--- src/design/array_list_insert_delete_search_assert.svh ---
// Assertion macros for the list block. Define ASSERT_OFF to drop them.
`ifndef ARRAY_LIST_INSERT_DELETE_SEARCH_ASSERT_SVH
`define ARRAY_LIST_INSERT_DELETE_SEARCH_ASSERT_SVH

`ifndef ASSERT_OFF

// ante holds -> cons holds in the same cycle
`define ALIDS_ASSERT_IMPL(lbl, ante, cons, msg) \
  lbl: assert property (@(posedge clk_i) disable iff (!rst_ni) (ante) |-> (cons)) \
    else $error(msg);

// ante holds -> cons holds in the next cycle
`define ALIDS_ASSERT_NEXT(lbl, ante, cons, msg) \
  lbl: assert property (@(posedge clk_i) disable iff (!rst_ni) (ante) |=> (cons)) \
    else $error(msg);

`else

`define ALIDS_ASSERT_IMPL(lbl, ante, cons, msg)
`define ALIDS_ASSERT_NEXT(lbl, ante, cons, msg)

`endif

`endif

--- src/design/alids_pkg.sv ---
package alids_pkg;

  localparam int unsigned DEPTH    = 128;
  localparam int unsigned IDX_W    = $clog2(DEPTH);
  localparam int unsigned CNT_W    = $clog2(DEPTH + 1);
  localparam int unsigned VAL_W    = 32;
  localparam int unsigned POS_W    = 8;
  localparam int unsigned KIND_W   = 3;
  localparam int unsigned STATUS_W = 2;
  localparam int unsigned LOC_W    = 8;
  localparam int unsigned CMP_W    = (CNT_W > POS_W) ? CNT_W : POS_W;

  localparam int unsigned RES_W       = STATUS_W + 1 + LOC_W + 1 + LOC_W;
  localparam int unsigned OUT_TDATA_W = ((RES_W + 7) / 8) * 8;
  localparam int unsigned IN_TDATA_W  = ((VAL_W + POS_W + 7) / 8) * 8;

  typedef enum logic [KIND_W-1:0] {
    KIND_CLEAR  = 3'd0,
    KIND_APPEND = 3'd1,
    KIND_INSERT = 3'd2,
    KIND_DELETE = 3'd3,
    KIND_SEARCH = 3'd4
  } kind_e;

  typedef enum logic [STATUS_W-1:0] {
    ST_OK    = 2'd0,
    ST_FULL  = 2'd1,
    ST_RANGE = 2'd2,
    ST_EMPTY = 2'd3
  } status_e;

  typedef enum logic [1:0] {
    CELL_HOLD,
    CELL_INSERT,
    CELL_DELETE
  } cell_op_e;

  typedef enum logic [1:0] {
    S_IDLE,
    S_EXEC,
    S_SCAN,
    S_BIN
  } state_e;

  // broadcast to every cell; value is also the search key
  typedef struct packed {
    cell_op_e                op;
    logic [IDX_W-1:0]        pos;
    logic signed [VAL_W-1:0] value;
  } cell_cmd_t;

  typedef struct packed {
    logic eq;   // key equals entry
    logic gt;   // key greater than entry
    logic bad;  // entry greater than right neighbour
  } cell_flags_t;

  typedef struct packed {
    logic [DEPTH-1:0] eq;
    logic [DEPTH-1:0] gt;
    logic [DEPTH-1:0] bad;
  } row_flags_t;

  // first member in the top bits, so status sits lowest
  typedef struct packed {
    logic [LOC_W-1:0] entry_count;
    logic             used_binary;
    logic [LOC_W-1:0] location;
    logic             found;
    status_e          status;
  } result_t;

endpackage

--- src/design/alids_cell.sv ---
module alids_cell (
  input  logic                                  clk_i,
  input  logic [alids_pkg::IDX_W-1:0]           idx_i,
  input  alids_pkg::cell_cmd_t                  cmd_i,
  input  logic signed [alids_pkg::VAL_W-1:0]    left_i,
  input  logic signed [alids_pkg::VAL_W-1:0]    right_i,
  output logic signed [alids_pkg::VAL_W-1:0]    value_o,
  output alids_pkg::cell_flags_t                flags_o
);

  logic signed [alids_pkg::VAL_W-1:0] value_q, value_d;
  alids_pkg::cell_flags_t             flags_q, flags_d;

  always_comb begin
    value_d = value_q;
    case (cmd_i.op)
      alids_pkg::CELL_INSERT: begin
        if (idx_i == cmd_i.pos) begin
          value_d = cmd_i.value;
        end else if (idx_i > cmd_i.pos) begin
          value_d = left_i;
        end
      end
      alids_pkg::CELL_DELETE: begin
        if (idx_i >= cmd_i.pos) begin
          value_d = right_i;
        end
      end
      default: ;
    endcase
  end

  always_comb begin
    flags_d.eq  = (value_q == cmd_i.value);
    flags_d.gt  = (cmd_i.value > value_q);
    flags_d.bad = (value_q > right_i);
  end

  always_ff @(posedge clk_i) begin
    value_q <= value_d;
    flags_q <= flags_d;
  end

  assign value_o = value_q;
  assign flags_o = flags_q;

endmodule

--- config.mk ---
export PLATFORM = sky130hd
export DESIGN_NAME = alids_cell
export DESIGN_NICKNAME = d
export VERILOG_FILES = /design/src/design/array_list_insert_delete_search_assert.svh /design/src/design/alids_pkg.sv /design/src/design/alids_cell.sv
export SDC_FILE = /design/constraint.sdc
export NUM_CORES = 1
export LEC_CHECK = 0
export ABC_AREA = 1
export BUFFER_PORTS_ARGS = -buffer_cell sky130_fd_sc_hd__buf_2
export CORE_MARGIN = 2
export CORE_UTILIZATION = 30
export CTS_BUF_LIST = sky130_fd_sc_hd__clkbuf_16
export CTS_CLUSTER_SIZE = 8
export DETAILED_ROUTE_END_ITERATION = 6
export PLACE_DENSITY_LB_ADDON = 0.15
export SLEW_MARGIN = 15
export SYNTH_ARGS = -nofsm -noshare
export SYNTH_HDL_FRONTEND = slang
export SYNTH_SLANG_ARGS = --single-unit
--- constraint.sdc ---
create_clock -name clk_i -period 2.62 [get_ports clk_i]
set_input_delay 0.524 -clock clk_i [delete_from_list [all_inputs] [get_ports clk_i]]
set_output_delay 0.524 -clock clk_i [all_outputs]
set_load 0.05 [all_outputs]
# [Yosys cells after proc, flatten, opt, wreduce, memory -nomap -nowiden]
# Cells that the tools add are included.
[classes] n_reduce_logical=2 mux=4 magnitude_cmp=4 eq_ne=6
[op_table] operator="32-bit two-way mux" n=3
[op_table] operator="32-bit > comparator" n=2
[op_table] operator="32-bit one-hot mux with 2 select lines" n=1
[op_table] operator="32-bit equality test" n=1
[op_table] operator="7-bit equality test" n=1
[op_table] operator="7-bit greater-or-equal comparator" n=1
[op_table] operator="7-bit > comparator" n=1
[op_table] operator="3-bit inequality test, second input constant" n=1
[op_table] operator="3-bit AND reduction" n=1
[op_table] operator="2-bit by 1-bit equality test with 1-bit output, second input constant" n=1
[op_table] operator="2-bit equality test, second input constant" n=1
[op_table] operator="2-bit inequality test, second input constant" n=1
[op_table] operator="2-bit nonzero test" n=1
[totals] reg_bits=35 out_inout_bits=35 input_bits=113

# [Depth between registers and ports, before layout]
# Gate-level depths: netlist (run 1).
[logic_depth] word_depth=4 ltp_mapped=16

# [Worst setup path before layout (run 1)]
# Ideal clock, no wire load.
[synth_timing] path_type="in2reg" start="input cmd_i[38] (netlist name)" end="register value_q, in the netlist value_o[0], enable pin" setup_slack_ps=278 setup_ps=387 cell_stages=8 arrival_ps=1956 required_time_ps=2233 path_cell_list="inv_1 ha_1 nand2_1 nor2_1 nand2_1 o2111ai_1 o21ai_0 inv_1"
[synth_between] elab_chain_cells=3
[synth_rtl] element="start, declared" line_no="alids_cell.sv:4" source="input alids_pkg::cell_cmd_t cmd_i,"
[synth_rtl] element="7-bit > comparator (tied with other cells)" line_no="alids_cell.sv:20" source="end else if (idx_i > cmd_i.pos) begin"
[synth_rtl] element="3-bit inequality test (no source line) / 2-bit inequality test (equally long branches)"
[synth_rtl] element="3-bit AND reduction (no source line) *"
[synth_rtl] element="end signal, assigned" line_no="alids_cell.sv:40" source="value_q <= value_d;"
[synth_rtl] element="end, declared" line_no="alids_cell.sv:11" source="logic signed [alids_pkg::VAL_W-1:0] value_q, value_d;"
# Every way passes the cells marked *; elsewhere a longest branch is shown, timed or not.
# A chain may end at the register's enable or synchronous reset.

# [Worst setup path after layout (run 1)]
[layout_timing] start="input idx_i[4] (netlist name)" end="register value_q, in the netlist value_o[3], data pin"
[layout_between] elab_chain_cells=3
[layout_rtl] element="start, declared" line_no="alids_cell.sv:3" source="input logic [alids_pkg::IDX_W-1:0] idx_i,"
[layout_rtl] element="7-bit equality test" line_no="alids_cell.sv:18" source="if (idx_i == cmd_i.pos) begin"
[layout_rtl] element="32-bit two-way mux" line_no="alids_cell.sv:18"
[layout_rtl] element="32-bit one-hot mux with 2 select lines" line_no="alids_cell.sv:16" source="case (cmd_i.op)"
[layout_rtl] element="via value_d (one bit)" line_no="alids_cell.sv:11"
# The timed path passes the listed nets, and every way through them passes these cells.

==> out/summary.txt, run 1 <==
Status: finished clean
Power Density: 476.5 nW/um2
Setup TNS: 0 ns
Initial antenna violation count: 0
Diode count: 0
Layout cells sized above 1: 25.73%
Crit Path Class: in -> reg
Placed cell areas: 4512 um2
GR Util All Layers: 15.83%
CTS sink cnt: 35
Dpl hpwl: 8215 um
Syn Std Cell Area: 3595 um2
Core footprint: 11560 um2
Crit Path Max Fanout: 17
CTS clock-pin slew for the worst setup and hold paths: 0.06 ns
Post_cts resized: 0
YS warnings: 0
Min-delay worst type: in -> reg
Die Width: 113.5 um
Crit path arrival time: 1.93 ns
Busiest layer in global routing: met2
Total grt overflow: 0
First-pass GRT wire length: 16490 um
CTS buffer count: 5
WP buf/inv: 4
Routed via count: 3594
CP Data Required Time: 2.64 ns
Postcts setup bufs: 0
Initial Util: 31.08%
WL/cell: 12.75 um
Primary FF master, synth: edfxtp_1
Max rail drop VDD: 0.2752 mV
Worst Tran Pin Value: 0.3447 ns
Pre-antenna DRT Iters: 4
Synthesized area per cell: 7.189 um2
I/O Buffers: 147
CP Launch Type: input port
Setup violators final: 0
Period Utilization, post-route: 72.82%
Post-route setup slack: 0.7122 ns
Yosys cell types: 26
Io pins: 148
Clk_skew: 0.003522 ns
TritonCTS clock tree: yes
Largest area contributor in the netlist: edfxtp_1
Antenna Nets Post-Route: 0
RSZ-0062 raised after global routing: false
Pin count of the biggest net entering global routing: 33
Crit path max-delay cell type: ha_1
H-tree depth: 2
Design area: 4652 um2
Crit-path cells: buf_2 > ha_1 > and3_1 > nand2_1 > buf_4 > inv_1 > buf_4 > nand2_1 > a31oi_1
Post-synth top area share: 26.73%
Number of global-route vias before repair: 3564
Pre-CTS setup slack: 0.4273 ns
Layout overhead on the synthesized area: 29.41%
Grt met2 use: 27.62%
Row count: 39
Max-cap violations: 0
Met3 Use GR: 2.604%
Crit path time final: 1.908 ns
Clock Tree Buf Depth: 2
Placed cells: 784
Register area share after synthesis: 28.40%
Fmax: 0.5242 GHz
Post-synthesis register bit count: 35
Die Span Y: 113.5 um
Met1 GRT Util: 20.97%
Routability cong.: 0.7855
Die ar.: 12870 um2
Ranking of synthesized cells by area: edfxtp_1 27%, ha_1 25%, nand2_1 15%
Clock latency on the worst-skew pair: 0.28 ns
CP peak stage delay: 0.32 ns
Final routed DRC violation total: 0
Root Buffer: clkbuf_16
Fraction of registers with async set/reset: 0%
Slew Limit Headroom: 77.02%
Nets: 832
Syn_nets: 684
Tot Pwr: 2.217 mW
Final hold violations: 0
Number of synthesized flops with an enable pin: 32
Static Leak: 2.641 nW
Drt via density: 4.538
Family with the most delay on the worst path: buffers and inverters
Finished Layout Cells: 792
Initial DRC count: 110
Max-slew violation count: 0
Cells after Synth: 500
# hold bufs at CTS: 0
Post-Route WL: 10100 um
Critical Path End Type: flip-flop
-- flip-flops by register name, indices dropped and copies added, names as in the netlist --
| signal | cells |
|---|---|
| value_o | 32 |
| flags_o | 3 |
-- per-stage QoR --
| step | utilization (%) | hold WS (ns) |
|---|---|---|
| finish | 40.23 | 0.6054 |
| global route | 40.23 | 0.6141 |
| CTS | 40.23 | 0.5924 |
| detailed placement | 39.01 | 0.8303 |
| global placement | 39.01 | 0.8404 |
| floorplan | - | 0.7777 |
-- cells in the mapped netlist, types with 2 or more instances --
| cell type | n |
|---|---|
| a21o_1 | 2 |
| a21oi_1 | 31 |
| a31oi_1 | 32 |
| buf_2 | 4 |
| buf_4 | 3 |
| clkbuf_1 | 5 |
| dfxtp_1 | 3 |
| edfxtp_1 | 32 |
| ha_1 | 71 |
| inv_1 | 93 |
| nand2_1 | 139 |
| nand3_1 | 3 |
| nand4_1 | 7 |
| nor2_1 | 55 |
| o21a_1 | 2 |
| o21ai_0 | 8 |
-- area by class of cell --
type	count	area [um2]
well taps	143	178.9
repair buffers	154	800.8
flip-flops and latches	35	1021
clock inverters	3	15.01
inverters	94	352.8
clock buffers	5	125.1
fillers	1248	6913
multi-input cells	358	2158
-- cell usage in the layout (no fill, tap or decap), types with 3 or more instances in the layout --
cell and instances:
clkinv_2 3, edfxtp_1 32, ha_1 71, nor2_1 55, nand3_1 3, nand2_1 138, buf_4 6, a31oi_1 32
a21oi_1 31, buf_2 147, dfxtp_1 3, nand4_1 7, inv_1 93, clkbuf_16 5, o21ai_0 8
-- where the power goes --
group          leakage (nW)  switching (mW)  internal (mW)
Clock                0.0733           0.248          0.348
Combinational          2.24           0.578          0.304
Sequential            0.327          0.0468          0.692
Total                  2.64           0.873           1.34
-- worst reg2reg max path, cell delays in order, from the launching register on --
cell and delay [ns]:
edfxtp_1 0.40, inv_1 0.06, ha_1 0.34, nand2_2 0.08
nor2_2 0.14, inv_2 0.05, nor3_2 0.21, nand2_1 0.06
or2_1 0.23, nand2_1 0.08, nor2_1 0.04
-- final timing paths --
| check | startpoint | to | slack [ns] | cells after the start |
|---|---|---|---|---|
| setup reg to reg | value_o[31] | flags_o[1] | 0.83 | 10 |
| hold reg to reg | value_o[31] | flags_o[0] | 0.84 | 4 |
| hold / removal | right_i[6] | value_o[6] | 0.61 | 3 |
| setup / recovery | idx_i[4] | value_o[3] | 0.71 | 9 |
-- layer usage --
metal	vias to the layer above	share of wire, %
met5	-	0
met4	0	0.75
li1	1926	-
met2	93	47
met3	4	5.4
met1	1571	47
-- cell families (layout without fill, tap and decap cells) --
logic type	after synthesis	after routing	share of synthesized area, %
adder cells (fa/ha/maj)	71	71	24.71
buffers and inverters	107	256	11.63
AO/OA/AOI/OAI	76	76	12.08
AND/OR/NAND/NOR	211	211	23.18
flip-flops	35	35	28.40
(Power assumes the default switching activity.)
==> run 2: changes to the inputs <==
Clock period 2.62 ns to 1.55 ns, I/O delays scaled along.
==> run 2 against run 1 <==
Against the previous run: the flow now finishes with violations (setup timing); core utilization rose by 6.8 points; clock power is 93% higher; first-iteration DRC count is 14% higher; combinational power up 110%; hold slack worse by 0.21 ns; clock skew rose by 0.0012 ns; die area did not move; flip-flop and latch count stayed put; worst setup slack worse by 0.87 ns; via count increased by 5.5%; count of clock-buffer cells in the layout stayed put; largest cell class unchanged; largest power group unchanged; highest routed layer unchanged.
==> out/summary.txt, run 2 (synthesized netlist as in run 1, its figures left out) <==
First-pass GRT wire length: 17350 um
Pin count of the biggest net entering global routing: 33
Layout overhead on the synthesized area: 51.44%
Setup TNS: -0.6964 ns
Nets: 877
Initial Util: 31.08%
CP Data Required Time: 1.73 ns
Power Density: 786.1 nW/um2
Sequential Power Share: 29.1%
Routed via count: 3792
Max rail drop VDD: 0.5001 mV
# hold bufs at CTS: 0
Crit path arrival time: 1.88 ns
Slew Limit Headroom: 79.17%
TritonCTS clock tree: yes
I/O Buffers: 147
CTS clock-pin slew for the worst setup and hold paths: 0.06 ns
Fillers: 1163
Dpl hpwl: 8480 um
Tot Pwr: 4.280 mW
Layout cells sized above 1: 37.75%
Family with the most delay on the worst path: simple AND/OR/NAND/NOR gates
CP peak stage delay: 0.44 ns
Commonest non-fill, non-tap cell in the layout: buf_2
Clock latency on the worst-skew pair: 0.28 ns
Worst Tran Pin Value: 0.3124 ns
Drt via density: 4.530
Most frequent cells in the layout: 144 x buf_2, 131 x nand2_1, 84 x inv_1, 55 x ha_1, 49 x nor2_1
Antenna Nets Post-Route: 0
Placed cell areas: 4895 um2
Critical Path End Type: flip-flop
Io pins: 148
Die Width: 113.5 um
Core footprint: 11560 um2
Crit path max-delay cell type: edfxtp_1
Root Buffer: clkbuf_16
Finished Layout Cells: 837
Diode count: 0
Final routed DRC violation total: 0
Int Pwr: 2.694 mW
Clock power share: 27.0%
Status: finished with violations
Pre-antenna DRT Iters: 6
Die ar.: 12870 um2
Crit Path Max Fanout: 3
Max-cap violations: 0
Violated checks: setup timing
Placed cells: 814
Sw frac: 37.06%
H-tree depth: 2
Design area: 5444 um2
Post-Route WL: 10480 um
Static Leak: 2.925 nW
Number of global-route vias before repair: 3918
GR Util All Layers: 16.39%
Largest register FFs: 32
Final hold violations: 0
Initial DRC count: 125
Period Utilization, post-route: 110.1%
RSZ-0062 raised after global routing: true
Crit Path Class: reg -> reg
Min-delay worst type: in -> reg
Clk_skew: 0.004742 ns
Total grt overflow: 0
Crit-path cells: inv_2 > ha_4 > nand2_4 > nor2_4 > inv_2 > nor3_4 > nand2_1 > or2_1 > nand2_1 > nor2_1
Finished Core Util: 47.07%
Combinational share of power: 43.9%
Post-route setup slack: -0.1560 ns
Setup violators final: 19
CTS sink cnt: 35
Fmax: 0.5862 GHz
WL/cell: 12.52 um
Crit path time final: 1.706 ns
CTS buffer count: 5
Sw power: 1.586 mW
Clock Tree Buf Depth: 2
Max-slew violation count: 0
Row count: 39
Initial antenna violation count: 0
CP Launch Type: flip-flop
Die Span Y: 113.5 um
Routability cong.: 0.7875
WP buf/inv: 2
run 2: final timing paths:
kind          startpoint         end  slack (ns)  cells after the start
min reg2reg   value_o[0]  flags_o[2]        0.90                      4
max          value_o[31]  flags_o[1]       -0.16                     10
min           right_i[9]  value_o[9]        0.40                      3
max reg2reg  value_o[31]  flags_o[1]       -0.16                     10
run 2: tightest hold or removal path, stage by stage:
cell     delay, ns
buf_2         0.09
nor2_1        0.04
a31oi_1       0.12
run 2: per-stage QoR:
stage	hold WS, ns	worst slack (ns)
2_1_floorplan	0.5637	-0.3660
3_3_place_gp	0.6755	-0.3690
3_5_place_dp	0.6774	-0.3749
4_1_cts	0.3885	-0.2370
5_1_grt	0.4127	-0.2612
6_report	0.3960	-0.1560
run 2: power groups by stage:
stage,Clock (mW),Combinational (mW),Sequential [mW]
after floorplan,0,0.685,1.64
after global placement,0,1.64,1.27
after detailed placement,0,1.66,1.27
after CTS,1.18,1.81,1.25
after global routing,1.22,2.10,1.26
final,1.15,1.88,1.25
run 2: layout make-up:
cell class	count	area [um2]	share of cell area [%]
tap	143	178.9	3.287
sequential	35	1021	18.75
multi-input combinational	358	2480	45.55
timing repair buffer	199	1231	22.62
clock buffer	5	125.1	2.298
inverter	94	369.1	6.780
clock inverter	3	38.79	0.7125
run 2: what timing repair did:
action,4_1_cts,5_1_grt
pin swaps,18,17
buffers inserted,8,7
endpoints found under the hold margin,0,0
gates cloned,2,0
resized for setup,23,27
setup endpoints to repair,35,66
run 2: routing by layer:
metal | vias up | part of all wire [%] | GRT usage [%]
met3 | 8 | 4.0 | 1.913
li1 | 2016 | - | -
met4 | 0 | 0.83 | 2.683
met2 | 100 | 50 | 30.02
met5 | - | 0 | 0
met1 | 1668 | 45 | 21.06
==> run 3: changes to the inputs <==
Settings changed: BUFFER_PORTS_ARGS -buffer_cell sky130_fd_sc_hd__buf_2 to -buffer_cell sky130_fd_sc_hd__buf_4.
==> run 3 against run 2 <==
Against the previous run: clock power is 17% lower; register-to-register slack improved by 0.02 ns; sequential power barely moved; first-iteration DRC count is 12% higher; the flow still finishes with violations (setup timing); flip-flop and latch count stayed put; sequential share of layout area is 1.1 points lower; global-route usage shrank 0.59 points.
==> out/summary.txt, run 3 (synthesized netlist as in run 1, its figures left out) <==
Status: finished with violations
Violated checks: setup timing
Finished Layout Cells: 838
Io pins: 148
WP buf/inv: 1
Most frequent cells in the layout: 190 x buf_4, 132 x nand2_1, 83 x inv_1, 55 x ha_1, 51 x nor2_1
Routability cong.: 0.8004
H-tree depth: 2
CTS buffer count: 5
RR Startpoint: value_o[25]
Worst Tran Pin Value: 0.3348 ns
Fillers: 1158
Final hold violations: 0
Initial Util: 31.08%
Layout overhead on the synthesized area: 60.49%
Min-delay src: right_i[29]
Drt via density: 4.507
Placed cell areas: 5285 um2
Antenna Nets Post-Route: 0
CP Data Required Time: 1.72 ns
Number of global-route vias before repair: 3621
Setup TNS: -0.6454 ns
Max rail drop VDD: 0.4466 mV
Max-cap violations: 0
Layout cells sized above 1: 36.69%
Family with the most delay on the worst path: simple AND/OR/NAND/NOR gates
Critical Path End Type: flip-flop
Max-slew violation count: 0
Register area: 1021 um2
Crit Path Max Fanout: 3
Clock Tree Buf Depth: 2
Initial antenna violation count: 0
Crit Path Class: reg -> reg
Fmax: 0.5939 GHz
Setup violators final: 27
Commonest non-fill, non-tap cell in the layout: buf_4
Crit path max-delay cell type: edfxtp_1
Placed cells: 817
Slew Limit Headroom: 77.68%
Pre-CTS setup slack: -0.3494 ns
Core footprint: 11560 um2
Total grt overflow: 0
Final routed DRC violation total: 0
Critical path origin: value_o[25]
Multi-input logic area: 2446 um2
Initial DRC count: 140
Dpl hpwl: 8447 um
Clk_skew: 0.007595 ns
Min-delay worst type: in -> reg
# hold bufs at CTS: 0
GR Util All Layers: 15.80%
Post-route setup slack: -0.1337 ns
Post-Route WL: 10520 um
Design area: 5769 um2
Die ar.: 12870 um2
Die Span Y: 113.5 um
CTS sink cnt: 35
Die Width: 113.5 um
Finished Core Util: 49.89%
Routed via count: 3777
Largest register FFs: 32
Row count: 39
WL/cell: 12.55 um
RSZ-0062 raised after global routing: true
Diode count: 0
Clock latency on the worst-skew pair: 0.27 ns
CP peak stage delay: 0.38 ns
TritonCTS clock tree: yes
Power Density: 728.3 nW/um2
Crit path time final: 1.684 ns
First-pass GRT wire length: 16590 um
Crit path arrival time: 1.85 ns
Pre-antenna DRT Iters: 5
CTS clock-pin slew for the worst setup and hold paths: 0.06 ns
Crit-path cells: inv_1 > ha_1 > nand4_1 > nor3_4 > nand2_1 > or2_1 > nand2_1 > nor2_1
Pin count of the biggest net entering global routing: 33
Root Buffer: clkbuf_16
CP Launch Type: flip-flop
Nets: 878
Period Utilization, post-route: 108.6%
I/O Buffers: 147
Critical Path Most Common Cell: nand2_1
Static Leak: 3.050 nW
[run 3: stage by stage]
stage	power [mW]	hold slack [ns]
finish	4.202	0.3958
global route	4.498	0.3974
CTS	4.194	0.3842
detailed placement	3.097	0.6710
global placement	3.078	0.6704
floorplan	2.322	0.5637
[run 3: where the power goes]
part	leakage, nW	internal (mW)	total [mW]	switching, mW
logic	2.65	0.904	2.00	1.09
clock network	0.0762	0.581	0.952	0.371
registers	0.327	1.17	1.25	0.0813
[run 3: worst reg2reg max path: cells and delay by family, from the launching register on]
kind	cells	cell delay, ns
fa+ha+maj	1	0.28
buf+inv	1	0.06
simple gates	6	0.86
flops	1	0.38
[run 3: layout make-up]
cell class / instances / area share, %
Multi-Input combinational cell: 358 / 42.40
Clock buffer: 5 / 2.169
Clock inverter: 3 / 0.2169
Tap cell: 143 / 3.101
Timing Repair Buffer: 200 / 28.02
Inverter: 94 / 6.398
Sequential cell: 35 / 17.70
[run 3: timing repair]
| action | in CTS | in global routing |
|---|---|---|
| gates cloned | 2 | 1 |
| pin swaps | 13 | 12 |
| gates resized for setup | 22 | 17 |
| setup endpoints to repair | 35 | 58 |
| buffers inserted | 7 | 4 |
[run 3: path summary, 6_finish.rpt]
path                 end  slack [ns]  depth (start not counted)
max           flags_o[1]       -0.13                          8
min          value_o[29]        0.40                          3
max reg2reg   flags_o[1]       -0.13                          8
min reg2reg   flags_o[0]        0.91                          5
[run 3: layer usage]
| layer | vias up | part of all wire, % | GRT usage (%) |
|---|---|---|---|
| li1 | 2022 | - | - |
| met1 | 1663 | 47 | 21.04 |
| met2 | 88 | 49 | 27.82 |
| met3 | 4 | 4.0 | 1.913 |
| met4 | 0 | 0.62 | 2.927 |
| met5 | - | 0 | 0 |
