--- src/design/array_list_insert_delete_search_assert.svh ---
// Assertion macros for the list block. Define ASSERT_OFF to drop them.
`ifndef ARRAY_LIST_INSERT_DELETE_SEARCH_ASSERT_SVH
`define ARRAY_LIST_INSERT_DELETE_SEARCH_ASSERT_SVH

`ifndef ASSERT_OFF

// ante holds -> cons holds in the same cycle
`define ALIDS_ASSERT_IMPL(lbl, ante, cons, msg) \
  lbl: assert property (@(posedge clk_i) disable iff (!rst_ni) (ante) |-> (cons)) \
    else $error(msg);

// ante holds -> cons holds in the next cycle
`define ALIDS_ASSERT_NEXT(lbl, ante, cons, msg) \
  lbl: assert property (@(posedge clk_i) disable iff (!rst_ni) (ante) |=> (cons)) \
    else $error(msg);

`else

`define ALIDS_ASSERT_IMPL(lbl, ante, cons, msg)
`define ALIDS_ASSERT_NEXT(lbl, ante, cons, msg)

`endif

`endif

--- src/design/alids_pkg.sv ---
package alids_pkg;

  localparam int unsigned DEPTH    = 128;
  localparam int unsigned IDX_W    = $clog2(DEPTH);
  localparam int unsigned CNT_W    = $clog2(DEPTH + 1);
  localparam int unsigned VAL_W    = 32;
  localparam int unsigned POS_W    = 8;
  localparam int unsigned KIND_W   = 3;
  localparam int unsigned STATUS_W = 2;
  localparam int unsigned LOC_W    = 8;
  localparam int unsigned CMP_W    = (CNT_W > POS_W) ? CNT_W : POS_W;

  localparam int unsigned RES_W       = STATUS_W + 1 + LOC_W + 1 + LOC_W;
  localparam int unsigned OUT_TDATA_W = ((RES_W + 7) / 8) * 8;
  localparam int unsigned IN_TDATA_W  = ((VAL_W + POS_W + 7) / 8) * 8;

  typedef enum logic [KIND_W-1:0] {
    KIND_CLEAR  = 3'd0,
    KIND_APPEND = 3'd1,
    KIND_INSERT = 3'd2,
    KIND_DELETE = 3'd3,
    KIND_SEARCH = 3'd4
  } kind_e;

  typedef enum logic [STATUS_W-1:0] {
    ST_OK    = 2'd0,
    ST_FULL  = 2'd1,
    ST_RANGE = 2'd2,
    ST_EMPTY = 2'd3
  } status_e;

  typedef enum logic [1:0] {
    CELL_HOLD,
    CELL_INSERT,
    CELL_DELETE
  } cell_op_e;

  typedef enum logic [1:0] {
    S_IDLE,
    S_EXEC,
    S_SCAN,
    S_BIN
  } state_e;

  // broadcast to every cell; value is also the search key
  typedef struct packed {
    cell_op_e                op;
    logic [IDX_W-1:0]        pos;
    logic signed [VAL_W-1:0] value;
  } cell_cmd_t;

  typedef struct packed {
    logic eq;   // key equals entry
    logic gt;   // key greater than entry
    logic bad;  // entry greater than right neighbour
  } cell_flags_t;

  typedef struct packed {
    logic [DEPTH-1:0] eq;
    logic [DEPTH-1:0] gt;
    logic [DEPTH-1:0] bad;
  } row_flags_t;

  // first member in the top bits, so status sits lowest
  typedef struct packed {
    logic [LOC_W-1:0] entry_count;
    logic             used_binary;
    logic [LOC_W-1:0] location;
    logic             found;
    status_e          status;
  } result_t;

endpackage

--- src/design/alids_seq.sv ---
`include "array_list_insert_delete_search_assert.svh"

module alids_seq (
  input  logic                                clk_i,
  input  logic                                rst_ni,
  input  logic                                in_valid_i,
  output logic                                in_ready_o,
  input  logic [alids_pkg::KIND_W-1:0]        kind_i,
  input  logic signed [alids_pkg::VAL_W-1:0]  value_i,
  input  logic [alids_pkg::POS_W-1:0]         position_i,
  output logic                                out_valid_o,
  input  logic                                out_ready_i,
  output alids_pkg::result_t                  result_o,
  output alids_pkg::cell_cmd_t                cmd_o,
  input  alids_pkg::row_flags_t               flags_i
);

  localparam int unsigned CW = alids_pkg::CNT_W;
  localparam int unsigned IW = alids_pkg::IDX_W;

  alids_pkg::state_e                  state_q, state_d;
  logic [alids_pkg::KIND_W-1:0]       kind_q, kind_d;
  logic signed [alids_pkg::VAL_W-1:0] val_q, val_d;
  logic [alids_pkg::POS_W-1:0]        pos_q, pos_d;
  logic [CW-1:0]                      count_q, count_d;
  logic [IW-1:0]                      idx_q, idx_d;
  logic                               asc_q, asc_d;
  logic                               hit_q, hit_d;
  logic [CW-1:0]                      loc_q, loc_d;
  logic [CW-1:0]                      lo_q, lo_d;
  logic [CW-1:0]                      hx_q, hx_d;
  logic                               out_valid_q;
  alids_pkg::result_t                 res_q, res_d;

  logic                               accept;
  logic                               out_load;
  logic                               scan_last;
  logic                               bin_done;
  logic                               full;
  logic [alids_pkg::CMP_W-1:0]        pos_ext, cnt_ext;
  logic [CW-1:0]                      idx_nxt;
  logic [CW:0]                        mid_sum;
  logic [IW-1:0]                      mid;

  assign in_ready_o = (state_q == alids_pkg::S_IDLE) && (!out_valid_q || out_ready_i);
  assign accept     = in_valid_i && in_ready_o;

  assign full    = (count_q >= CW'(alids_pkg::DEPTH));
  assign pos_ext = alids_pkg::CMP_W'(pos_q);
  assign cnt_ext = alids_pkg::CMP_W'(count_q);
  assign idx_nxt = CW'(idx_q) + CW'(1);
  assign mid_sum = (CW + 1)'(lo_q) + (CW + 1)'(hx_q) - (CW + 1)'(1);
  assign mid     = mid_sum[IW:1];

  // next state
  always_comb begin
    state_d = state_q;
    case (state_q)
      alids_pkg::S_IDLE: begin
        if (accept) begin
          state_d = alids_pkg::S_EXEC;
        end
      end
      alids_pkg::S_EXEC: begin
        if ((kind_q == alids_pkg::KIND_SEARCH) && (count_q != '0)) begin
          state_d = alids_pkg::S_SCAN;
        end else begin
          state_d = alids_pkg::S_IDLE;
        end
      end
      alids_pkg::S_SCAN: begin
        if (scan_last) begin
          state_d = asc_d ? alids_pkg::S_BIN : alids_pkg::S_IDLE;
        end
      end
      alids_pkg::S_BIN: begin
        if (bin_done) begin
          state_d = alids_pkg::S_IDLE;
        end
      end
      default: state_d = alids_pkg::S_IDLE;
    endcase
  end

  // datapath and outputs
  always_comb begin
    kind_d    = kind_q;
    val_d     = val_q;
    pos_d     = pos_q;
    count_d   = count_q;
    idx_d     = idx_q;
    asc_d     = asc_q;
    hit_d     = hit_q;
    loc_d     = loc_q;
    lo_d      = lo_q;
    hx_d      = hx_q;
    res_d     = res_q;
    out_load  = 1'b0;
    scan_last = 1'b0;
    bin_done  = 1'b0;
    cmd_o.op    = alids_pkg::CELL_HOLD;
    cmd_o.pos   = pos_q[IW-1:0];
    cmd_o.value = val_q;

    case (state_q)
      alids_pkg::S_IDLE: begin
        if (accept) begin
          kind_d = kind_i;
          val_d  = value_i;
          pos_d  = position_i;
        end
      end

      alids_pkg::S_EXEC: begin
        res_d.status      = alids_pkg::ST_OK;
        res_d.found       = 1'b0;
        res_d.location    = '0;
        res_d.used_binary = 1'b0;
        out_load          = 1'b1;
        case (alids_pkg::kind_e'(kind_q))
          alids_pkg::KIND_CLEAR: begin
            count_d = '0;
          end
          alids_pkg::KIND_APPEND: begin
            if (full) begin
              res_d.status = alids_pkg::ST_FULL;
            end else begin
              cmd_o.op  = alids_pkg::CELL_INSERT;
              cmd_o.pos = count_q[IW-1:0];
              count_d   = count_q + CW'(1);
            end
          end
          alids_pkg::KIND_INSERT: begin
            if (full) begin
              res_d.status = alids_pkg::ST_FULL;
            end else if (pos_ext > cnt_ext) begin
              res_d.status = alids_pkg::ST_RANGE;
            end else begin
              cmd_o.op = alids_pkg::CELL_INSERT;
              count_d  = count_q + CW'(1);
            end
          end
          alids_pkg::KIND_DELETE: begin
            if (count_q == '0) begin
              res_d.status = alids_pkg::ST_EMPTY;
            end else if (pos_ext >= cnt_ext) begin
              res_d.status = alids_pkg::ST_RANGE;
            end else begin
              cmd_o.op = alids_pkg::CELL_DELETE;
              count_d  = count_q - CW'(1);
            end
          end
          alids_pkg::KIND_SEARCH: begin
            if (count_q == '0) begin
              res_d.status = alids_pkg::ST_EMPTY;
            end else begin
              // cells register their compare flags during this cycle
              out_load = 1'b0;
              idx_d    = '0;
              asc_d    = 1'b1;
              hit_d    = 1'b0;
              loc_d    = '0;
            end
          end
          default: ;
        endcase
        res_d.entry_count = alids_pkg::LOC_W'(count_d);
      end

      alids_pkg::S_SCAN: begin
        // one entry a cycle: order check and first match
        if ((idx_nxt < count_q) && flags_i.bad[idx_q]) begin
          asc_d = 1'b0;
        end
        if (flags_i.eq[idx_q] && !hit_q) begin
          hit_d = 1'b1;
          loc_d = idx_nxt;
        end
        idx_d     = idx_q + IW'(1);
        scan_last = (idx_nxt == count_q);
        if (scan_last) begin
          lo_d = '0;
          hx_d = count_q;
          if (!asc_d) begin
            out_load          = 1'b1;
            res_d.status      = alids_pkg::ST_OK;
            res_d.found       = hit_d;
            res_d.location    = alids_pkg::LOC_W'(loc_d);
            res_d.used_binary = 1'b0;
            res_d.entry_count = alids_pkg::LOC_W'(count_q);
          end
        end
      end

      alids_pkg::S_BIN: begin
        // window is [lo, hx), hx exclusive
        if (lo_q >= hx_q) begin
          bin_done = 1'b1;
          hit_d    = 1'b0;
          loc_d    = '0;
        end else if (flags_i.eq[mid]) begin
          bin_done = 1'b1;
          hit_d    = 1'b1;
          loc_d    = CW'(mid) + CW'(1);
        end else if (flags_i.gt[mid]) begin
          lo_d = CW'(mid) + CW'(1);
        end else begin
          hx_d = CW'(mid);
        end
        if (bin_done) begin
          out_load          = 1'b1;
          res_d.status      = alids_pkg::ST_OK;
          res_d.found       = hit_d;
          res_d.location    = alids_pkg::LOC_W'(loc_d);
          res_d.used_binary = 1'b1;
          res_d.entry_count = alids_pkg::LOC_W'(count_q);
        end
      end

      default: ;
    endcase
  end

  always_ff @(posedge clk_i or negedge rst_ni) begin
    if (!rst_ni) begin
      state_q     <= alids_pkg::S_IDLE;
      count_q     <= '0;
      out_valid_q <= 1'b0;
    end else begin
      state_q <= state_d;
      count_q <= count_d;
      if (out_load) begin
        out_valid_q <= 1'b1;
      end else if (out_ready_i) begin
        out_valid_q <= 1'b0;
      end
    end
  end

  always_ff @(posedge clk_i) begin
    kind_q <= kind_d;
    val_q  <= val_d;
    pos_q  <= pos_d;
    idx_q  <= idx_d;
    asc_q  <= asc_d;
    hit_q  <= hit_d;
    loc_q  <= loc_d;
    lo_q   <= lo_d;
    hx_q   <= hx_d;
    res_q  <= res_d;
  end

  assign out_valid_o = out_valid_q;
  assign result_o    = res_q;

  `ALIDS_ASSERT_IMPL(a_count_max, 1'b1, count_q <= CW'(alids_pkg::DEPTH), "count above depth")
  `ALIDS_ASSERT_IMPL(a_load_free, out_load, !out_valid_q, "result overwrites pending result")
  `ALIDS_ASSERT_NEXT(a_accept_exec, accept, state_q == alids_pkg::S_EXEC, "accept not executed")
  `ALIDS_ASSERT_IMPL(a_scan_range, state_q == alids_pkg::S_SCAN, idx_nxt <= count_q, "scan past end")
  `ALIDS_ASSERT_IMPL(a_bin_window, state_q == alids_pkg::S_BIN, (hx_q <= count_q) && (lo_q <= hx_q), "bad search window")

endmodule

--- config.mk ---
export PLATFORM = sky130hd
export DESIGN_NAME = alids_seq
export DESIGN_NICKNAME = d
export VERILOG_FILES = /design/src/design/alids_pkg.sv /design/src/design/alids_seq.sv
export VERILOG_INCLUDE_DIRS = /design/src /design/src/design
export SDC_FILE = /design/constraint.sdc
export NUM_CORES = 1
export LEC_CHECK = 0
export ABC_AREA = 1
export BUFFER_PORTS_ARGS = -buffer_cell sky130_fd_sc_hd__buf_2
export CORE_AREA = 2 2 191 193
export CTS_CLUSTER_SIZE = 16
export DETAILED_ROUTE_END_ITERATION = 8
export DIE_AREA = 0 0 193 195
export GPL_ROUTABILITY_DRIVEN = 1
export PLACE_DENSITY = 0.55
export RECOVER_POWER = 100
export SLEW_MARGIN = 20
export SYNTH_ARGS = -nofsm -noshare
export SYNTH_HDL_FRONTEND = slang
export SYNTH_SLANG_ARGS = --single-unit
--- constraint.sdc ---
create_clock -name clk_i -period 6.9 [get_ports clk_i]
set_clock_uncertainty 0.05 [all_clocks]
set_input_delay 0 -clock clk_i [delete_from_list [all_inputs] [get_ports clk_i]]
set_output_delay 0 -clock clk_i [all_outputs]
set_load 0.02 [all_outputs]
== Word level (Yosys, flattened, before mapping) ==
Index checks and enable logic that the tools add are counted.
Storage, ports and cells
  memories kept: 0
  bits in registers: 107
  bits in writable memories: 0
  bits in latches: 0
  logic and storage cells: 156
  bits in read-only memories: 0
Operators by class
  multipliers: 0
  eq/ne operators: 20
  add/subtract/negate cells: 7
  $lt $le $gt $ge: 7
  div/mod/pow operators: 0
  shift-type cells: 0
  reductions and logical operators: 23
  multiplexer cells: 82
  bitwise operators: 0
Operators by type and width (number)
  two-way mux 8 bit: 19
  two-way mux 20 bit: 3
  case mux 20 bit (3 select lines): 1
  case mux 8 bit (2 select lines): 2
  case mux 8 bit (4 select lines): 1
  binary-select mux 1 bit (select 7 bit): 4
  two-way mux 1 bit: 28
  two-way mux 2 bit: 12
  != test 2 bit, second input constant: 12
  case mux 8 bit (3 select lines): 1
  two-way mux 7 bit: 3
  adder 7 x 1 -> 8 bit, second input constant: 2
  greater-or-equal comparator 8 bit: 2
  < comparator 7 x 8 -> 1 bit, second input constant: 2
  case mux 2 bit (4 select lines): 2
  subtractor 8 x 1 -> 8 bit, second input constant: 2
  case mux 7 bit (2 select lines): 1
  AND reduction 5 bit: 2
  two-way mux 9 bit: 1
  AND reduction 3 bit: 3
  adder 8 x 1 -> 8 bit, second input constant: 1
  adder 8 bit: 1
  == test 8 bit: 1
  greater-or-equal comparator 8 bit, second input constant: 1
  22 further kinds: 32

== Longest topological paths before layout ==
Gate-level depths: netlist of run 1.
  word-level depth: 10
  mapped depth: 22

== Least setup slack after synthesis of run 1 ==
No wires, ideal clock.
  path kind: reg2reg
  start point: reg lo_q[1]
  end point: reg res_q (netlist bit result_o[0]) (enable)
  arrival time: 4.176 ns
  period minus slack after synthesis: 4.652 ns
  cell stages (with the launch flop): 20
  setup time: 0.427 ns
  path slack: 2.248 ns
  buffers on the path: 2
  cells stage by stage: edfxtp_1 > inv_1 > ha_1 > inv_1 > ha_1 > fa_1 > inv_2 > buf_2 > buf_2 > a21oi_1 > o21ai_0 > nand2_1 > nand2_1 > nand3_1 > nand3_1 > nand3_1 > nand3_2 > nand4_1 > nand2_1 > nor3b_1
On the way
  longest elaborated chain between the ends: 9
  elaborated cells on any way between the ends: 10
  classes of those cells: add/sub (2); order compare (1); eq/ne (1); mux (5); reduce/logical (1)
Ends and longest elaborated chain
  start: declaration: RTL line alids_seq.sv:30  | logic [CW-1:0] lo_q, lo_d;
  start signal: assignment: RTL line alids_seq.sv:248  | lo_q <= lo_d;
  adder 8 bit: RTL line alids_seq.sv:52  | assign mid_sum = (CW + 1)'(lo_q) + (CW + 1)'(hx_q) - (CW + 1)'(1);
  subtractor 8 x 1 -> 8 bit: RTL line alids_seq.sv:52
  binary-select mux 1 bit (select 7 bit): RTL line alids_seq.sv:201  | end else if (flags_i.eq[mid]) begin
  two-way mux 1 bit (implied by the code): RTL line alids_seq.sv:201
  two-way mux 1 bit: RTL line alids_seq.sv:201
  two-way mux 1 bit *: RTL line alids_seq.sv:197  | if (lo_q >= hx_q) begin
  two-way mux 1 bit *: RTL line alids_seq.sv:105  | case (state_q)
  != test 2 bit (no source line) *
  AND reduction 4 bit (no source line) *
  end signal: assignment: RTL line alids_seq.sv:250  | res_q <= res_d;
  end: declaration: RTL line alids_seq.sv:33  | alids_pkg::result_t res_q, res_d;
Every way passes the cells marked *; elsewhere a longest branch is shown, timed or not. The select of a mux whose other input is x is not followed.
A chain may end at the register's enable or synchronous reset.

== Worst setup path after layout of run 1 ==
  start point: reg lo_q[1]
  end point: reg res_q (netlist bit result_o[15]) (enable)
The elaborated chain is that of the path after synthesis.

==> run_results.csv, run 1 <==
group,metric,value,unit
outcome,status,"complete, but fails checks",
outcome,failed_checks,"max-capacitance violations, max-slew violations",
timing,fmax,186,MHz
final_layout,final_area,14200,sq um
route,vias_per_cell,5.18,
die,core-area,35400,sq um
worst_setup_path,cpPeakStageDelay,1320,ps
global_routing,antenna_found_initial,9,
timing,setup_slack,1530,ps
route,drtPass1Iterations,5,
global_routing,grt_pass1_wl,69.6,mm
synth,ys_warn_count,0,
route,detail-route-antenna-nets,0,
synth,synth_compound_area_frac,0.215,
clocking,cts_hold_repair.buffers,44,
run,cap_violations,2,
worst_setup_path,end_kind,"register",
global_routing,grt_max_degree,99,
clocking,cts_root_buf,"clkbuf_16",
worst_setup_path,cp-startpoint,"lo_q[1]",
route,wl,46.3,mm
synth,synth_top_family_by_area,"simple AND/OR/NAND/NOR gates",
final_layout,final_layout_size_suffix_gt1_frac,0.218,
worst_setup_path,crit_top_cell,"nand3_1",
placed_design,numPortBuffers,493,
worst_setup_path,crit_path_start_kind,"register",
clocking,post-cts-setup-buffer-count,0,
timing,final-hold-violation-count,0,
synth,synth_nets,2172,
worst_setup_path,cp_data_arrival_time,5360,ps
worst_setup_path,cp.depth,16,
clocking,cts_sinks,107,
clocking,clk_latency,350,ps
pwr,power,0.00507,W
pwr,power_density,357,nW/um^2
die,die-area,37600,sq um
clocking,clk_pin_slew,70,ps
placed_design,post-place-cells,2548,
worst_setup_path,crit_chain,"inv_1 -> ha_1 -> inv_1 -> ha_1 -> fa_1 -> xor2_4 -> clkbuf_1 -> nand2_1 -> nand3_1 -> nand3_1 -> nand3_1 -> nand3_1 -> nand4_1 -> nand2_1 -> nor3b_1 -> buf_4",
timing,grt_setup_unrepaired,"false",
worst_setup_path,reg2reg_setup_slack,1530,ps
synth,yosysSeqAreaShare,0.288,
clocking,cts-resized-gates,0,
final_layout,layout_common_cells,"buf_2 (428), nand2_1 (418), nand3_1 (246)",
pwr,ir_worst_vdd,379,uV
timing,finalSetupTns,0,ps
timing,setup_violations,0,
final_layout,syn_to_final_growth,29.8,%
pwr,leakagePower,6.83,nW
worst_setup_path,path_buf_inv,4,
route,wl_per_cell,17.7,um
clocking,clock_path_buffers,2,
timing,period_minus_slack,5370,ps
final_layout,instances_no_fill,2616,
die,ios,494,
global_routing,gr-total-overflow,0,
worst_setup_path,crit_end,"result_o[15]",
worst_setup_path,worstPathMaxFanout,35,
synth,ys_ff_latch,107,
die,start_util,0.309,
die,die_w,193,um
worst_setup_path,worstSetupPathType,"register to register",
worst_setup_path,timing.rr.end,"result_o[15]",
placed_design,dpl.hpwl,35.4,mm
placed_design,pre_cts_ws,2070,ps
synth,syn_area_per_cell,6.45,sq um
synth,synthXorXnorAreaFrac,0.0182,
clocking,cts_max_level,3,
placed_design,gp_congestion,0.921,
route,via_count,13500,
worst_setup_path,cpLargestDelayFamily,"buffers and inverters",
die,die_h,195,um
synth,syn-instance-count,1694,
worst_setup_path,ff2ff_path_depth,16,
global_routing,grt_pass1_vias,13000,
die,rows,69,
worst_setup_path,required,6900,ps
clocking,cts_tree,"done",
synth,synth_fa_ha_area_frac,0.0545,
timing,slew_violations,80,
synth,syn-cell-area,10900,sq um
synth,muxShareOfSynthArea,0,
route,drt_iter0_drc,1138,
hold_path,hp-class,"primary input to register",
global_routing,track_usage,0.233,
worst_setup_path,cpMaxStageDelayCell,"clkbuf_1",
final_layout,layout_commonest_cell,"buf_2",
route,drc_errors,0,
timing,relSlewSlack,-0.477,
synth,synth.distinct_cells,48,
final_layout,num-nets-final,2620,
timing,post-route-period-util,0.778,
synth,synthSimpleGateAreaFrac,0.316,
timing,worst_slew_pin_slew,2220,ps
clocking,numCtsBuffers,9,
worst_setup_path,reg2reg_from,"lo_q[1]",
placed_design,placed_area,13600,sq um
==> layer usage <==
layer | track usage | wire [um] | vias to the layer above
met1 | 0.300 | 19400 | 6227
met4 | 0.0791 | 1090 | 2
met3 | 0.0377 | 3470 | 64
met5 | 0 | 12 | -
li1 | - | - | 6692
met2 | 0.395 | 22300 | 554
==> registers in the layout, summed over array words and instances, names as in the netlist <==
signal	flops
idx_q	7
result_o	20
asc_q	1
lo_q	8
hit_q	1
pos_ext	8
hx_q	8
cnt_ext	8
kind_q	3
loc_q	8
val_q	32
out_valid_o	1
state_q	2
==> per-stage QoR <==
stage / hold WS, ps / utilization
after floorplan: -346 / -
after global placement: -142 / 0.383
after detailed placement: -144 / 0.384
after CTS: 12.3 / 0.404
after global routing: 159 / 0.401
final: 140 / 0.401
==> worst register-to-register path, delay by kind of cell (launching register included) <==
kind,cells,cell delay (ps)
XOR/XNOR,1,210
adder cells (fa/ha/maj),3,1060
AND/OR/NAND/NOR,8,1610
buffers and inverters,4,1780
flip-flops,1,360
==> logic make-up (layout without fill, tap and decap cells) <==
| group | count (synthesis) | after routing |
|---|---|---|
| compound gates | 416 | 416 |
| simple gates | 818 | 818 |
| flops | 107 | 107 |
| other cells | 0 | 8 |
| xor+xnor | 21 | 21 |
| fa+ha+maj | 47 | 47 |
| buf+inv | 285 | 738 |
==> cells in the mapped netlist, drive strengths merged <==
cell,n,area [sq um]
nand2,420,1590
nand3,247,1250
o21ai,184,921
inv,159,599
nor2,127,477
a21oi,114,574
edfxtp,95,2850
buf,73,382
o211ai,66,500
ha,46,576
clkbuf,43,161
o22ai,33,206
xor2,17,156
nor3,12,65.1
dfrtp,11,275
clkinv,10,37.5
nand4,7,43.8
a31oi,6,37.5
o221ai,4,35.0
xnor2,4,42.6
a211oi,2,15.0
o31ai,2,15.0
or2,2,12.5
a2111oi,1,8.76
a21boi,1,7.51
a22oi,1,7.51
a41o,1,10.0
dfxtp,1,20.0
fa,1,20.0
nand3b,1,7.51
nor3b,1,7.51
nor4,1,6.26
o21bai,1,7.51
==> area by class of cell <==
type | count | area, sq um
Sequential cell | 107 | 3150
Multi-Input combinational cell | 1302 | 6580
Antenna cell | 8 | 20.0
Clock buffer | 9 | 225
Fill cell | 3928 | 21200
Tap cell | 461 | 577
Clock inverter | 7 | 56.3
Timing Repair Buffer | 553 | 2940
Inverter | 169 | 639
==> how the worst min path moves through the flow <==
stage / startpoint / to / slack, ps / cells past startpoint
finish: in_valid_i / state_q[1] / 140 / 6
global placement: rst_ni / cnt_ext[7] / -140 / 1
CTS: rst_ni / cnt_ext[1] / 10 / 2
detailed placement: rst_ni / cnt_ext[7] / -140 / 1
floorplan: rst_ni / cnt_ext[0] / -350 / 0
global route: out_ready_i / out_valid_o / 160 / 6
==> power breakdown <==
part / total (W) / leakage (nW) / internal (W) / switching [W]
registers: 0.00110 / 1.05 / 0.000960 / 0.000137
logic: 0.00348 / 5.63 / 0.00108 / 0.00240
clock network: 0.000492 / 0.140 / 0.000248 / 0.000245
total: 0.00507 / 6.83 / 0.00229 / 0.00278
No activity file was read; power rests on OpenSTA's default activity.
==> run 2: changes to the inputs <==
--- a/config.mk
+++ b/config.mk
@@ -8,12 +8,12 @@
 export LEC_CHECK = 0
 export ABC_AREA = 1
 export BUFFER_PORTS_ARGS = -buffer_cell sky130_fd_sc_hd__buf_2
-export CORE_AREA = 2 2 191 193
+export CORE_AREA = 2 2 192 194
 export CTS_CLUSTER_SIZE = 16
 export DETAILED_ROUTE_END_ITERATION = 8
-export DIE_AREA = 0 0 193 195
+export DIE_AREA = 0 0 194 196
 export GPL_ROUTABILITY_DRIVEN = 1
-export PLACE_DENSITY = 0.55
+export PLACE_DENSITY = 0.57
 export RECOVER_POWER = 100
 export SLEW_MARGIN = 20
 export SYNTH_ARGS = -nofsm -noshare
==> constraint.sdc (replaced) <==
create_clock -name clk_i -period 4.5 [get_ports clk_i]
set_clock_uncertainty 0.05 [all_clocks]
set_input_delay 0 -clock clk_i [delete_from_list [all_inputs] [get_ports clk_i]]
set_output_delay 0 -clock clk_i [all_outputs]
set_load 0.02 [all_outputs]
==> run 2 against run 1 <==
  * The run still ends with max-capacitance violations, max-slew violations left
  * Final cell count grew 0.46%
  * Non-clock buffer count grew 11
  * Worst hold slack gained 40 ps
  * Clock-buffer cell count is the same
  * Critical path type unchanged
  * Largest power group unchanged
  * Highest routed layer is now met4
==> run_results.csv, run 2 (synthesis results as in run 1) <==
group,metric,value,unit
pwr,power_density,561,nW/um^2
final_layout,layout_common_cells,"buf_2 (422), nand2_1 (416), nand3_1 (245)",
run,cap_violations,1,
timing,worst_slew_pin_slew,2330,ps
route,vias_per_cell,5.17,
outcome,status,"complete, but fails checks",
route,drtPass1Iterations,6,
global_routing,track_usage,0.230,
route,detail-route-antenna-nets,0,
final_layout,syn_to_final_growth,31.3,%
global_routing,antenna_found_initial,2,
worst_setup_path,crit_path_start_kind,"register",
pwr,leakagePower,6.90,nW
die,rows,70,
worst_setup_path,end_kind,"register",
timing,setup_slack,384,ps
clocking,clock_path_buffers,2,
final_layout,instances_no_fill,2628,
die,die_h,196,um
timing,relSlewSlack,-0.553,
clocking,clk_pin_slew,90,ps
timing,final-hold-violation-count,0,
global_routing,grt_pass1_wl,70.0,mm
die,ios,494,
worst_setup_path,required,4490,ps
die,core-area,36100,sq um
timing,finalSetupTns,0,ps
global_routing,gr-total-overflow,0,
placed_design,numPortBuffers,493,
route,wl_per_cell,17.6,um
clocking,clk_latency,360,ps
clocking,cts_max_level,3,
timing,slew_violations,44,
worst_setup_path,reg2reg_from,"idx_q[0]",
final_layout,num-nets-final,2631,
placed_design,post-place-cells,2566,
final_layout,final_layout_size_suffix_gt1_frac,0.223,
worst_setup_path,cp_data_arrival_time,4100,ps
clocking,cts-resized-gates,0,
clocking,cts_sinks,107,
placed_design,gp_congestion,0.943,
pwr,power,0.00805,W
placed_design,pre_cts_ws,509,ps
timing,grt_setup_unrepaired,"false",
die,start_util,0.303,
worst_setup_path,worstSetupPathType,"register to register",
final_layout,largest-register,"val_q",
final_layout,largest_reg_flops,32,
timing,fmax,243,MHz
global_routing,grt_max_degree,193,
die,die_w,194,um
timing,post-route-period-util,0.915,
pwr,ir_worst_vdd,368,uV
route,via_count,13600,
placed_design,dpl.hpwl,35.4,mm
final_layout,layout_commonest_cell,"buf_2",
clocking,numCtsBuffers,9,
hold_path,hp-class,"primary input to async pin",
route,drt_iter0_drc,1185,
worst_setup_path,cp-startpoint,"idx_q[0]",
global_routing,grt_pass1_vias,13000,
route,drc_errors,0,
timing,setup_violations,0,
worst_setup_path,worstPathMaxFanout,20,
route,wl,46.2,mm
die,die-area,38000,sq um
outcome,failed_checks,"max-capacitance violations, max-slew violations",
timing,period_minus_slack,4120,ps
final_layout,postLayoutCoreUtil,0.398,
clocking,cts_root_buf,"clkbuf_16",
clocking,cts_tree,"done",
[run 2: cell types whose count changed in the layout (fill, tap and decap cells not counted), moves of 6 or more]
| cell | previous run | this run |
|---|---|---|
| buf_2 | 428 | 422 |
| diode_2 | 8 | 2 |
| buf_4 | 11 | 18 |
| clkbuf_1 | 69 | 75 |
[run 2: area by class of cell]
class	instances	area (sq um)
Multi-Input combinational cell	1302	6610
Antenna cell	2	5.00
Clock buffer	9	225
Inverter	169	639
Timing Repair Buffer	564	3040
Clock inverter	7	91.3
Tap cell	468	586
Fill cell	3933	21700
Sequential cell	107	3150
[run 2: critical path, cell delays in order, from the launching register on]
cell and delay (ps):
edfxtp_1 560, inv_4 70, nor3_1 300, nand3_1 160, xor2_1 440, inv_1 90
ha_1 300, a21oi_1 170, nor2_1 50, a2111oi_0 500, buf_4 210, nand3_1 160
nand3_1 150, nor3b_1 200, clkbuf_4 360
[run 2: report_power, final]
group / switching (W) / total, W / internal (W)
sequential: 0.000196 / 0.00167 / 0.00147
combinational: 0.00380 / 0.00557 / 0.00177
clock: 0.000414 / 0.000815 / 0.000401
[run 2: worst paths after layout]
check                                to  slack [ps]  depth (start not counted)
setup / recovery           result_o[14]         380                         14
hold / removal               cnt_ext[2]         180                          2
setup reg to reg           result_o[14]         380                         14
hold reg to reg              state_q[1]         510                          2
max in group asynchronous    cnt_ext[3]        3710                          2
min in group clk_i           state_q[1]         250                          6
[run 2: timing repair]
item,in CTS,in global routing
endpoints found under the setup margin,0,0
hold buffers,44,0
setup buffers,0,0
endpoints found under the hold margin,54,0
[run 2: stage by stage]
| step | area [sq um] | hold WS, ps |
|---|---|---|
| final | 14300 | 180 |
| after CTS | 14500 | 7.32 |
| after floorplan | 10900 | -346 |
| after global placement | 13700 | -127 |
| after global routing | 14300 | 257 |
| after detailed placement | 13700 | -130 |
[run 2: routing by layer]
metal,vias to the layer above,share of wire,track usage
met1,6211,0.41,0.287
li1,6696,-,-
met5,-,0,0
met4,0,0.028,0.0752
met3,72,0.075,0.0444
met2,598,0.48,0.398
